===== config.mk =====
export PLATFORM = sky130hd
export DESIGN_NAME = rau_ctrl
export DESIGN_NICKNAME = d
export VERILOG_FILES = /design/src/hw/rtl/rau_pkg.sv /design/src/hw/rtl/rau_ctrl.sv
export SDC_FILE = /design/constraint.sdc
export NUM_CORES = 1
export LEC_CHECK = 0
export BUFFER_PORTS_ARGS = -buffer_cell sky130_fd_sc_hd__buf_2
export CORE_UTILIZATION = 40
export DETAILED_ROUTE_END_ITERATION = 10
export GPL_TIMING_DRIVEN = 0
export PLACE_DENSITY = 0.74
export SKIP_LAST_GASP = 1
export SLEW_MARGIN = 40
export SYNTH_ARGS = -nofsm -noshare
export SYNTH_HDL_FRONTEND = slang
export SYNTH_SLANG_ARGS = --single-unit
export TNS_END_PERCENT = 20

===== constraint.sdc =====
create_clock -name clk -period 1.78 [get_ports clk]
set_clock_uncertainty 0.05 [all_clocks]
set_input_delay 0.267 -clock clk [delete_from_list [all_inputs] [get_ports clk]]
set_output_delay 0.267 -clock clk [all_outputs]
set_load 0.03 [all_outputs]

===== src/hw/rtl/rau_pkg.sv =====
// Shared types and constants of the rational arithmetic unit.
// Used by the controller, the datapath and the top level; depends on nothing.
package rau_pkg;

  localparam int OPW   = 32;        // operand numerator width
  localparam int DW    = OPW - 1;   // operand denominator width
  localparam int WW    = 64;        // wide result width
  localparam int KW    = 7;         // shift count of the gcd, up to WW
  localparam int CNTW  = 6;         // division step counter, WW steps

  localparam logic [1:0] ACT_ADD = 2'd0;
  localparam logic [1:0] ACT_SUB = 2'd1;
  localparam logic [1:0] ACT_MUL = 2'd2;
  localparam logic [1:0] ACT_DIV = 2'd3;

  typedef enum logic [1:0] {
    MS_T1  = 2'd0,
    MS_T2  = 2'd1,
    MS_DEN = 2'd2
  } mul_sel_t;

  typedef struct packed {
    logic [1:0]         action;
    logic signed [31:0] a_num;
    logic [30:0]        a_den;
    logic signed [31:0] b_num;
    logic [30:0]        b_den;
  } in_item_t;

  typedef struct packed {
    logic signed [63:0] res_num;
    logic [62:0]        res_den;
    logic               status;
  } out_item_t;

  typedef struct packed {
    logic     load;       // capture the operands
    logic     mul_en;     // run one product
    mul_sel_t mul_sel;
    logic     comb;       // form magnitude and sign
    logic     gcd_init;
    logic     gcd_step;
    logic     div_load;   // start a division
    logic     div_den;    // dividend is the denominator, else the magnitude
    logic     div_step;
    logic     div_store;  // write the quotient back
    logic     out_fire;   // register the result
  } cmd_t;

  typedef struct packed {
    logic err;
    logic gcd_done;
  } sts_t;

endpackage


===== src/hw/rtl/rau_ctrl.sv =====
// Controller state machine of the rational arithmetic unit.
// Sequences the datapath through commands; depends on rau_pkg.
module rau_ctrl (
  input  logic          clk,
  input  logic          rst_n,
  input  logic          start,
  input  rau_pkg::sts_t sts,
  output rau_pkg::cmd_t cmd,
  output logic          busy,
  output logic          out_valid
);

  typedef enum logic [9:0] {
    S_IDLE  = 10'b0000000001,
    S_CHK   = 10'b0000000010,
    S_MUL1  = 10'b0000000100,
    S_MUL2  = 10'b0000001000,
    S_MUL3  = 10'b0000010000,
    S_COMB  = 10'b0000100000,
    S_GCD   = 10'b0001000000,
    S_DIVM  = 10'b0010000000,
    S_DIVD  = 10'b0100000000,
    S_DONE  = 10'b1000000000
  } state_t;

  state_t                   state_r, state_nxt;
  logic [rau_pkg::CNTW-1:0] cnt_r, cnt_nxt;
  logic                     first_r, first_nxt;
  logic                     ov_r, ov_nxt;

  always_comb begin
    state_nxt = state_r;
    cnt_nxt   = cnt_r;
    first_nxt = 1'b0;
    ov_nxt    = 1'b0;
    cmd       = '0;
    case (state_r)
      S_IDLE: begin
        if (start) begin
          cmd.load  = 1'b1;
          state_nxt = S_CHK;
        end
      end
      S_CHK: begin
        state_nxt = sts.err ? S_DONE : S_MUL1;
      end
      S_MUL1: begin
        cmd.mul_en  = 1'b1;
        cmd.mul_sel = rau_pkg::MS_T1;
        state_nxt   = S_MUL2;
      end
      S_MUL2: begin
        cmd.mul_en  = 1'b1;
        cmd.mul_sel = rau_pkg::MS_T2;
        state_nxt   = S_MUL3;
      end
      S_MUL3: begin
        cmd.mul_en  = 1'b1;
        cmd.mul_sel = rau_pkg::MS_DEN;
        state_nxt   = S_COMB;
      end
      S_COMB: begin
        cmd.comb  = 1'b1;
        first_nxt = 1'b1;
        state_nxt = S_GCD;
      end
      S_GCD: begin
        if (first_r) begin
          cmd.gcd_init = 1'b1;
        end else if (sts.gcd_done) begin
          cmd.div_load = 1'b1;
          cnt_nxt      = '0;
          state_nxt    = S_DIVM;
        end else begin
          cmd.gcd_step = 1'b1;
        end
      end
      S_DIVM: begin
        if (first_r) begin
          cmd.div_store = 1'b1;
          cmd.div_load  = 1'b1;
          cmd.div_den   = 1'b1;
          cnt_nxt       = '0;
          state_nxt     = S_DIVD;
        end else begin
          cmd.div_step = 1'b1;
          cnt_nxt      = cnt_r + 1'b1;
          first_nxt    = (cnt_r == '1);
        end
      end
      S_DIVD: begin
        cmd.div_den = 1'b1;
        if (first_r) begin
          cmd.div_store = 1'b1;
          state_nxt     = S_DONE;
        end else begin
          cmd.div_step = 1'b1;
          cnt_nxt      = cnt_r + 1'b1;
          first_nxt    = (cnt_r == '1);
        end
      end
      S_DONE: begin
        cmd.out_fire = 1'b1;
        ov_nxt       = 1'b1;
        state_nxt    = S_IDLE;
      end
      default: state_nxt = S_IDLE;
    endcase
  end

  always_ff @(posedge clk) begin
    if (!rst_n) begin
      state_r <= S_IDLE;
      cnt_r   <= '0;
      first_r <= 1'b0;
      ov_r    <= 1'b0;
    end else begin
      state_r <= state_nxt;
      cnt_r   <= cnt_nxt;
      first_r <= first_nxt;
      ov_r    <= ov_nxt;
    end
  end

  assign busy      = (state_r != S_IDLE);
  assign out_valid = ov_r;

endmodule

# Word level (Yosys, flattened, before mapping)
# Index checks and enable logic that the tools add are counted.
# word_totals
word_cells	55
in_bits	5
out_inout_bits	14
mem_bits_rw	0
memories	0
romBits	0
latch_bits	0
ff_bits	18
# classes
n_shift	0
n_reduce_logical	4
n_mux	28
magnitude_cmp	0
eq_ne	18
n_bitwise	0
multipliers	0
n_div	0
add_sub_neg	1
# ops
operator	count
$pmux W10 S9	1
$mux W10	6
$mux W6	4
$pmux W6 S3	1
$ne A2 B2 Y1 const B	6
$eq A10 B1 Y1 const B	1
$eq A10 B10 Y1 const B	1
$eq A10 B2 Y1 const B	1
$eq A10 B3 Y1 const B	1
$eq A10 B4 Y1 const B	1
$eq A10 B5 Y1 const B	1
$eq A10 B6 Y1 const B	1
$eq A10 B7 Y1 const B	1
$eq A10 B8 Y1 const B	1
$eq A10 B9 Y1 const B	1
$ne A10 B1 Y1 const B	1
$mux W1	9
$pmux W3 S3	1
$add A6 B1 Y6 const B	1
$eq A6 B6 Y1 const B	1
$mux W2	3
$pmux W3 S2	1
$reduce_and A5 Y1	1
$pmux W1 S2	2
3 further kinds	3

# Logic depth before layout (Yosys ltp)
# Gate-level depths: netlist of the first run.
# logic_depth
word_depth	3
mapped_depth	6
depth_no_buf	6

# Worst setup path after synthesis of the first run
# No wires, ideal clock.
# synth_path
path_kind	register to register
from	reg state_r[4]
to	reg state_r[4]
path_stages_with_launch	6
setup_ns	0.064
n_path_buf	0
period_less_slack_ns	2.262
path_slack_ns	-0.482
arrival_time_ns	2.148
required_ns	1.666
path_cell_list	dfxtp_1 nor4_1 nand2_1 or3_1 nor3b_1 and3_1
# synth_via
elab_chain_cells	3
elab_cells_between_ends	16
cone_classes	eq/ne: 14; mux: 1; reduce/logical: 1
# synth_lines
element	line	source
from (decl)	rau_ctrl.sv:26	state_t state_r, state_nxt;
from (signal assigned)	rau_ctrl.sv:118	state_r <= state_nxt;
$eq A10 B7 Y1, or another cell as far along	rau_ctrl.sv:37	case (state_r)
$ne A2 B2 Y1 (no line)	--	
$reduce_and A5 Y1 (no line)	--	
# Several ways; a longest one is shown, not always the timed one.
# A chain may end at the register's enable or synchronous reset.

==> summary.txt, run 1 <==
Power
  • Net Sw Frac: 31.7%
  • Combinational share of power: 27.5%
  • Sequential Power Share: 45.1%
  • LEAKAGE: 0.592 nW
  • Peak VDD IR: 426 uV
  • P_sw: 0.000303 W
  • Clk pwr share: 27.4%
  • P_int: 0.000651 W
  • PwrDens: 636 mW/mm^2

Floorplan
  • Core area: 0.00254 sq mm
  • Initial Utilization: 43.2%
  • Die width: 54.4 um
  • Die H: 54.4 um
  • Num ports: 19
  • DIE AREA: 0.00296 sq mm
  • Row Count: 18

Logic synthesis
  • Top cells by count, synth: nand2_1 (21), dfxtp_1 (18), nor2_1 (11)
  • Cell variety after synth: 41
  • Yosys Warn Count: 0
  • Most common cell in the netlist: nand2_1
  • Largest area contributor in the netlist: dfxtp_1
  • Share of flip-flops with an asynchronous set or reset: 0%
  • Sequential area share after synthesis: 32.8%
  • Synth top area share: 32.8%
  • Number of flops mapped to enable cells by yosys: 0
  • Mapped Area: 0.00110 sq mm
  • Ys flop type: dfxtp_1
  • Synth Register Bits: 18
  • Cell count after synthesis: 131
  • Area contributors post-synth: dfxtp_1 (33%), nand2_1 (7.2%), nor2_1 (3.8%), nor3b_1 (3.4%), o311ai_0 (3.2%)
  • Post-synthesis net count: 137
  • Avg Cell Area, Syn: 8.40 sq um

STA
  • Minimum clock period after layout: 2.20 ns
  • Slew headroom: 54.0%
  • Period utilization: 123%
  • Fin worst setup slack: -0.418 ns
  • Setup Viol. Count Final: 28
  • Final hold viol count: 0
  • Count of pins over their slew limit: 0
  • Unrepaired setup endpoints after global routing: yes
  • Worst slew pin tran: 0.687 ns
  • Setup TNS: -8.35 ns
  • Max Clk Rate: 455 MHz

CTS
  • Clock Sinks: 18
  • Largest buffer count on any clock path: 2
  • CTS root buf: clkbuf_4
  • CTS tree: built
  • Post-CTS Hold Buffers: 0
  • Worst skew pair latency: 0.29 ns
  • Clock slew at reported path FFs: 0.11 ns
  • Num CTS Buffers: 3
  • H-tree levels: 1

Detailed routing
  • WL met3: 99 um
  • Met1 Wirelength: 1410 um
  • Met2 routed WL: 1630 um
  • Via count: 1151
  • Iteration count of the initial detailed-routing pass: 4
  • Max Used Layer: met4
  • DR vias/cell: 5.90
  • DR WL/cell: 16.2 um
  • Residual DRC: 0
  • Routed Antenna Nets: 0
  • DRT Wirelength: 3150 um
  • Iter 0 DRT Violations: 22

GRT
  • Vias in the first global route: 996
  • GRT overflow: 0
  • Total GRT Usage: 22.6%
  • Initial antenna violation count: 0
  • First-pass GRT wire length: 4730 um
  • Largest net degree at the start of global routing: 11

Status
  • Outcome: finished with violations
  • Violated checks: setup timing

Hold path
  • Hold Path Class: input port to register
  • Hold path startpoint: sts[1]
  • Hold EP: state_r[2]
  • Worst Hold Depth: 2

Placement
  • Dpl cells: 179
  • I/O Buffers: 18
  • DPL Wire Length: 2030 um
  • GPL Wtd Cong: 0.776

Critical path
  • CP required: 1.46 ns
  • Critical path startpoint category: register
  • CP top delay family: simple AND/OR/NAND/NOR gates
  • Worst r2r path cells: 7
  • Worst r2r src: state_r[5]
  • CP max stage delay: 0.58 ns
  • Slowest CP cell: or4_4
  • Worst R2R End: state_r[3]
  • Worst setup path category: register to output port
  • Worst-path cell chain: or4_4 -> a2111oi_4 -> buf_4
  • Buffers & Inverters on Critical Path: 1
  • Register-to-Register Setup Slack: -0.29 ns
  • CP Capture Type: output port
  • Critical Path AT: 1.88 ns
  • Crit Path Max Fanout: 5

Cells and area
  • Post-route insts no fill: 195
  • Layout cells sized above 1: 39.4%
  • Antenna Cells: 0
  • Syn-to-layout area delta: 36.3%
  • Nets@finish: 172
  • Filler Cells Inserted: 248

Flow run
  • Max-Cap Viols: 0
==> cell usage in the layout, fill, tap and decap left out, types with 3 or more instances in the layout <==
cell and n:
a21boi_0 3, a21oi_1 3, and2_1 3, buf_2 13, buf_4 16, buf_6 4
clkbuf_4 4, dfxtp_1 14, inv_1 4, nand2_1 19, nand2b_1 5, nand3_1 4
nand3b_1 4, nand4_1 4, nor2_1 9, nor3b_1 3, nor4_4 4, o211ai_1 3
o311ai_0 4, or2_2 3
==> final cells by class <==
class / instances / area, sq um / share of cell area [%]
repair buffers: 30 / 213 / 14.2
plain buffers: 4 / 25.0 / 1.67
clock buffers: 4 / 36.3 / 2.42
well taps: 30 / 37.5 / 2.50
flip-flops and latches: 18 / 370 / 24.7
multi-input cells: 104 / 798 / 53.3
inverters: 5 / 18.8 / 1.25
==> sequential cells by signal, indices dropped and copies added, names as in the netlist <==
signal	cells
state_r	10
cnt_r	6
first_r	1
out_valid	1
==> what timing repair did <==
action                     in CTS  in global routing
setup endpoints to repair      28                 29
pin swaps                       6                  6
resized for setup              15                 18
buffers inserted                4                  8
==> cell families after synthesis <==
family | Yosys count | synth area share (%)
and+or+nand+nor | 78 | 40.6
AOI/OAI and AO/OA | 22 | 19.2
DFF | 18 | 32.8
buffers and inverters | 9 | 3.64
muxes | 2 | 1.82
xor gates and xnor gates | 1 | 0.797
adders and majority gates | 1 | 1.14
==> metal layers <==
layer  vias to the layer above  GRT usage (%)
li1                        554              -
met1                       572           29.0
met2                        23           38.8
met3                         2           3.33
met4                         0           6.41
met5                         -              0
==> power by group through the flow <==
| stage | Combinational [W] | Sequential, W | Clock (W) |
|---|---|---|---|
| floorplan | 0.000147 | 0.000437 | 0 |
| global placement | 0.000184 | 0.000439 | 0 |
| detailed placement | 0.000186 | 0.000439 | 0 |
| CTS | 0.000223 | 0.000430 | 0.000264 |
| global route | 0.000276 | 0.000432 | 0.000292 |
| finish | 0.000262 | 0.000430 | 0.000261 |
==> worst max-delay path by stage <==
stage	start	to	cells after the start
floorplan	state_r[9]	state_r[8]	5
global placement	state_r[3]	cmd[3]	6
detailed placement	state_r[3]	cmd[4]	6
CTS	state_r[5]	cmd[11]	5
global route	state_r[0]	cmd[1]	5
finish	state_r[5]	cmd[2]	3
==> through the flow <==
step	total power, W	setup WS, ns	instance area, sq um	util (%)	hold slack, ns
floorplan	0.000584	-0.183	1140	-	0.294
global placement	0.000623	-0.407	1270	49.9	0.397
detailed placement	0.000625	-0.554	1270	49.9	0.410
CTS	0.000918	-0.443	1380	54.3	0.0773
global route	0.00100	-0.541	1500	58.9	0.0576
finish	0.000953	-0.418	1500	58.9	0.0787
No activity file was read; power rests on OpenSTA's default activity.
==> inputs of run 2 (changes only) <==
CELL_PAD_IN_SITES_DETAIL_PLACEMENT = 1   (was not set)
CELL_PAD_IN_SITES_GLOBAL_PLACEMENT = 1   (was not set)
CORE_UTILIZATION = 36   (was 40)
PLACE_DENSITY = 0.85   (was 0.74)
SETUP_SLACK_MARGIN = 0.4   (was not set)
==> summary.txt, run 2 (same netlist as run 1, synthesis figures left out) <==
Cells and area
  • Nets@finish: 181
  • Commonest non-fill, non-tap cell in the layout: buf_4
  • Antenna Cells: 0
  • Filler Cells Inserted: 333
  • Syn-to-layout area delta: 48.8%
  • Layout cells sized above 1: 48.3%
  • Register area: 375 sq um
  • Area occupied by multi-input gates: 851 sq um
  • Commonest cells after routing, fill and taps aside: buf_4 (23), nand2_1 (16), buf_2 (13)
  • Post-route insts no fill: 205
  • Largest reg by FF count: state_r
  • Top flop regs: state_r: 10 flops, cnt_r: 6 flops
  • Max reg flops: 10

GRT
  • Largest net degree at the start of global routing: 11
  • Initial antenna violation count: 0
  • Total GRT Usage: 22.5%
  • First-pass GRT wire length: 5620 um
  • Vias in the first global route: 1170
  • GRT overflow: 0

Critical path
  • Critical Path AT: 1.98 ns
  • CP required: 1.46 ns
  • Worst setup path category: register to output port
  • Crit Path Max Fanout: 3
  • Critical path startpoint category: register
  • CP Capture Type: output port

Detailed routing
  • Routed Antenna Nets: 0
  • Iter 0 DRT Violations: 26
  • Residual DRC: 2
  • Iteration count of the initial detailed-routing pass: 7
  • Via count: 1199
  • DR WL/cell: 19.2 um
  • DRT Wirelength: 3940 um
  • DR vias/cell: 5.85

Flow run
  • Max-Cap Viols: 0

Power
  • Peak VDD IR: 567 uV
  • PwrDens: 624 mW/mm^2
  • LEAKAGE: 0.659 nW

Floorplan
  • DIE AREA: 0.00328 sq mm
  • Initial Utilization: 38.9%
  • Row Count: 19
  • Num ports: 19
  • Die width: 57.3 um
  • Core area: 0.00283 sq mm
  • Die H: 57.3 um

Placement
  • Dpl cells: 180
  • I/O Buffers: 18
  • DPL Wire Length: 2400 um
  • GPL Wtd Cong: 0.782

CTS
  • Num CTS Buffers: 3
  • Worst skew pair latency: 0.32 ns
  • Clock slew at reported path FFs: 0.11 ns
  • Post-CTS Hold Buffers: 0
  • Largest buffer count on any clock path: 2
  • CTS tree: built
  • CTS root buf: clkbuf_4
  • Clock Sinks: 18
  • H-tree levels: 1

STA
  • Setup Viol. Count Final: 30
  • Unrepaired setup endpoints after global routing: yes
  • Max Clk Rate: 436 MHz
  • Period utilization: 129%
  • Fin worst setup slack: -0.515 ns
  • Count of pins over their slew limit: 0
  • Min Hold Slack: 0.0783 ns
  • Final hold viol count: 0
  • Slew headroom: 54.2%
  • Worst slew pin tran: 0.685 ns
  • Setup TNS: -9.09 ns
  • Minimum clock period after layout: 2.29 ns

Status
  • Outcome: finished with violations
  • Violated checks: DRC, setup timing

Hold path
  • Hold Path Class: input port to register
[run 2: changes by cell type in the layout (fill, tap and decap cells not counted), moves of 2 or more]
cell     delta
dfxtp_1     -2
buf_6       +3
nand2_1     -3
buf_4       +7
nand2_4     +2
[run 2: worst max-delay path, stage by stage (launching register included)]
cell	delay (ns)
dfxtp_4	0.38
nor4_4	0.32
buf_4	0.19
and3_4	0.19
nand3b_1	0.19
inv_1	0.17
buf_2	0.22
[run 2: worst paths after layout]
| check | startpoint | endpoint | slack, ns | cells after the start |
|---|---|---|---|---|
| min reg2reg | cnt_r[1] | cnt_r[1] | 0.46 | 2 |
| max reg2reg | state_r[1] | state_r[0] | -0.47 | 7 |
| min | sts[1] | state_r[2] | 0.08 | 2 |
| max | state_r[3] | cmd[7] | -0.51 | 6 |
[run 2: per-stage QoR]
step	setup WS [ns]	area [sq um]	power [W]	util [%]
after global routing	-0.539	1640	0.00105	57.9
after global placement	-0.446	1290	0.000631	45.5
final	-0.515	1640	0.00102	57.9
after floorplan	-0.183	1160	0.000590	-
after detailed placement	-0.525	1290	0.000643	45.5
after CTS	-0.457	1490	0.000966	52.8
[run 2: final cells by class]
type | instances | share of cell area (%)
clock buffers | 4 | 2.22
plain buffers | 4 | 1.76
multi-input cells | 104 | 52.0
repair buffers | 39 | 17.6
flip-flops and latches | 18 | 22.9
inverters | 5 | 1.15
well taps | 31 | 2.37
[run 2: repair_timing]
item	4_1_cts	5_1_grt
pin swaps	5	5
endpoints found under the setup margin	31	31
resized for setup	18	30
buffers inserted	14	7
gates cloned	0	0
[run 2: where the power goes]
group	switching (W)	leakage [nW]	internal, W
combinational	0.000171	0.489	0.000137
clock	0.000157	0.0210	0.000125
sequential	0.0000197	0.149	0.000410
total	0.000348	0.659	0.000673
[run 2: metal layers]
layer / up-vias / wire length [um] / track usage (%)
met1: 605 / 1670 / 25.7
met4: 0 / 51 / 8.01
met3: 5 / 88 / 3.40
li1: 568 / - / -
met2: 21 / 2140 / 42.4
met5: - / 0 / 0
==> inputs of run 3 (changes only) <==
CORE_UTILIZATION = 40   (was 36)
HOLD_SLACK_MARGIN = 0.06   (was not set)
PLACE_DENSITY = 0.89   (was 0.85)
clock period = 3 ns   (was 1.78 ns; I/O delays follow)
==> summary.txt, run 3 (same netlist as run 1, synthesis figures left out) <==
Status
  • Outcome: completed

GRT
  • Initial antenna violation count: 0
  • Largest net degree at the start of global routing: 11
  • Vias in the first global route: 1031
  • GRT overflow: 0
  • First-pass GRT wire length: 4970 um
  • Total GRT Usage: 24.1%

Floorplan
  • Num ports: 19
  • Die H: 54.4 um
  • Initial Utilization: 43.2%
  • Die width: 54.4 um
  • DIE AREA: 0.00296 sq mm
  • Row Count: 18
  • Core area: 0.00254 sq mm

Power
  • P_int: 0.000359 W
  • Clk pwr share: 29.7%
  • Peak VDD IR: 265 uV
  • Combinational share of power: 21.3%
  • Net Sw Frac: 31.6%
  • P_sw: 0.000166 W
  • Sequential Power Share: 49.0%
  • LEAKAGE: 0.523 nW
  • PwrDens: 400 mW/mm^2
  • Total Power: 0.000525 W

STA
  • Final hold viol count: 0
  • Fin worst setup slack: 0.452 ns
  • Count of pins over their slew limit: 0
  • Min Hold Slack: 0.273 ns
  • Max Clk Rate: 392 MHz
  • Worst slew pin tran: 0.588 ns
  • Period utilization: 84.9%
  • Slew headroom: 60.7%
  • Setup TNS: 0 ns
  • Unrepaired setup endpoints after global routing: yes
  • Setup Viol. Count Final: 0
  • Minimum clock period after layout: 2.55 ns

CTS
  • CTS tree: built
  • Gates resized, CTS repair: 3
  • Num CTS Buffers: 3
  • Largest buffer count on any clock path: 2
  • Post-CTS Setup Bufs: 0
  • Worst skew pair latency: 0.30 ns
  • CTS root buf: clkbuf_4
  • H-tree levels: 1
  • Post-CTS Hold Buffers: 0
  • Clock slew at reported path FFs: 0.10 ns
  • Clock Sinks: 18

Cells and area
  • Commonest non-fill, non-tap cell in the layout: nand2_1
  • Antenna Cells: 0
  • Filler Cells Inserted: 320
  • Commonest cells after routing, fill and taps aside: nand2_1 (21), buf_2 (19), dfxtp_1 (18)
  • Syn-to-layout area delta: 19.3%
  • Nets@finish: 160
  • Post-route cell area: 0.00131 sq mm
  • Layout cells sized above 1: 26.8%
  • Max reg flops: 10
  • Top flop regs: state_r: 10 flops, cnt_r: 6 flops
  • Largest reg by FF count: state_r

Detailed routing
  • DRT Wirelength: 3060 um
  • Iter 0 DRT Violations: 12
  • Iteration count of the initial detailed-routing pass: 4
  • Via count: 1076
  • Residual DRC: 0
  • Routed Antenna Nets: 0
  • DR vias/cell: 5.88
  • DR WL/cell: 16.7 um

Critical path
  • CP required: 2.50 ns
  • Critical Path AT: 2.05 ns
  • Worst r2r src: state_r[3]
  • Critical path startpoint category: register
  • Worst r2r path cells: 5
  • Worst R2R End: cnt_r[4]
  • Crit Path Max Fanout: 6
  • CP Capture Type: output port
  • Worst setup path category: register to output port
  • Register-to-Register Setup Slack: 0.99 ns

Hold path
  • Hold EP: state_r[2]
  • Hold path startpoint: sts[1]
  • Hold Path Class: input port to register
  • Worst Hold Depth: 2

Placement
  • I/O Buffers: 18
  • Placed Instance Area: 0.00123 sq mm
  • DPL Wire Length: 2330 um
  • Pre-CTS setup slack: 0.399 ns
  • GPL Wtd Cong: 0.776

Flow run
  • Max-Cap Viols: 0
## run 3: changes by cell type in the layout (fill, tap and decap cells not counted), sizes merged
cell	change
buf	-22
clkbuf	+1
## run 3: through the flow
step                utilization, %  std cells
floorplan                        -        131
global placement              48.2        179
detailed placement            48.2        179
CTS                           50.2        183
global route                  51.6        183
finish                        51.6        183
## run 3: metal layers
| layer | global-route usage (%) | share of wire [%] | vias up |
|---|---|---|---|
| met4 | 8.97 | 1.2 | 0 |
| met2 | 39.2 | 50 | 17 |
| met3 | 3.33 | 2.3 | 6 |
| met5 | 0 | 0 | - |
| met1 | 31.9 | 46 | 529 |
| li1 | - | - | 524 |
## run 3: power groups by stage
stage	sequential [W]	combinational, W	clock [W]
2_1_floorplan	0.000257	0.0000798	0
3_5_place_dp	0.000259	0.000105	0
5_1_grt	0.000258	0.000121	0.000167
4_1_cts	0.000254	0.000108	0.000159
3_3_place_gp	0.000259	0.000102	0
6_report	0.000257	0.000112	0.000156
## run 3: final cells by class
cell class	instances	area, sq um	area share (%)
Multi-Input combinational cell	104	744	56.7
Sequential cell	18	360	27.5
Timing Repair Buffer	18	92.6	7.05
Tap cell	30	37.5	2.86
Clock buffer	4	36.3	2.76
Buffer	4	22.5	1.72
Inverter	5	18.8	1.43
## run 3: critical path: stages, from the launching register on
cell	delay, ns
dfxtp_1	0.40
nor4_4	0.35
nand2_1	0.16
or3_1	0.40
o21ai_1	0.21
buf_2	0.23
## run 3: how the worst max path moves through the flow
| stage | from | to | slack, ns | cells past startpoint |
|---|---|---|---|---|
| 3_5_place_dp | state_r[3] | cmd[3] | 0.40 | 6 |
| 2_1_floorplan | state_r[3] | cmd[5] | 0.58 | 4 |
| 6_report | state_r[4] | cmd[10] | 0.45 | 5 |
| 4_1_cts | state_r[3] | cmd[5] | 0.31 | 5 |
| 5_1_grt | state_r[3] | cmd[4] | 0.32 | 6 |
| 3_3_place_gp | state_r[3] | cmd[3] | 0.48 | 6 |
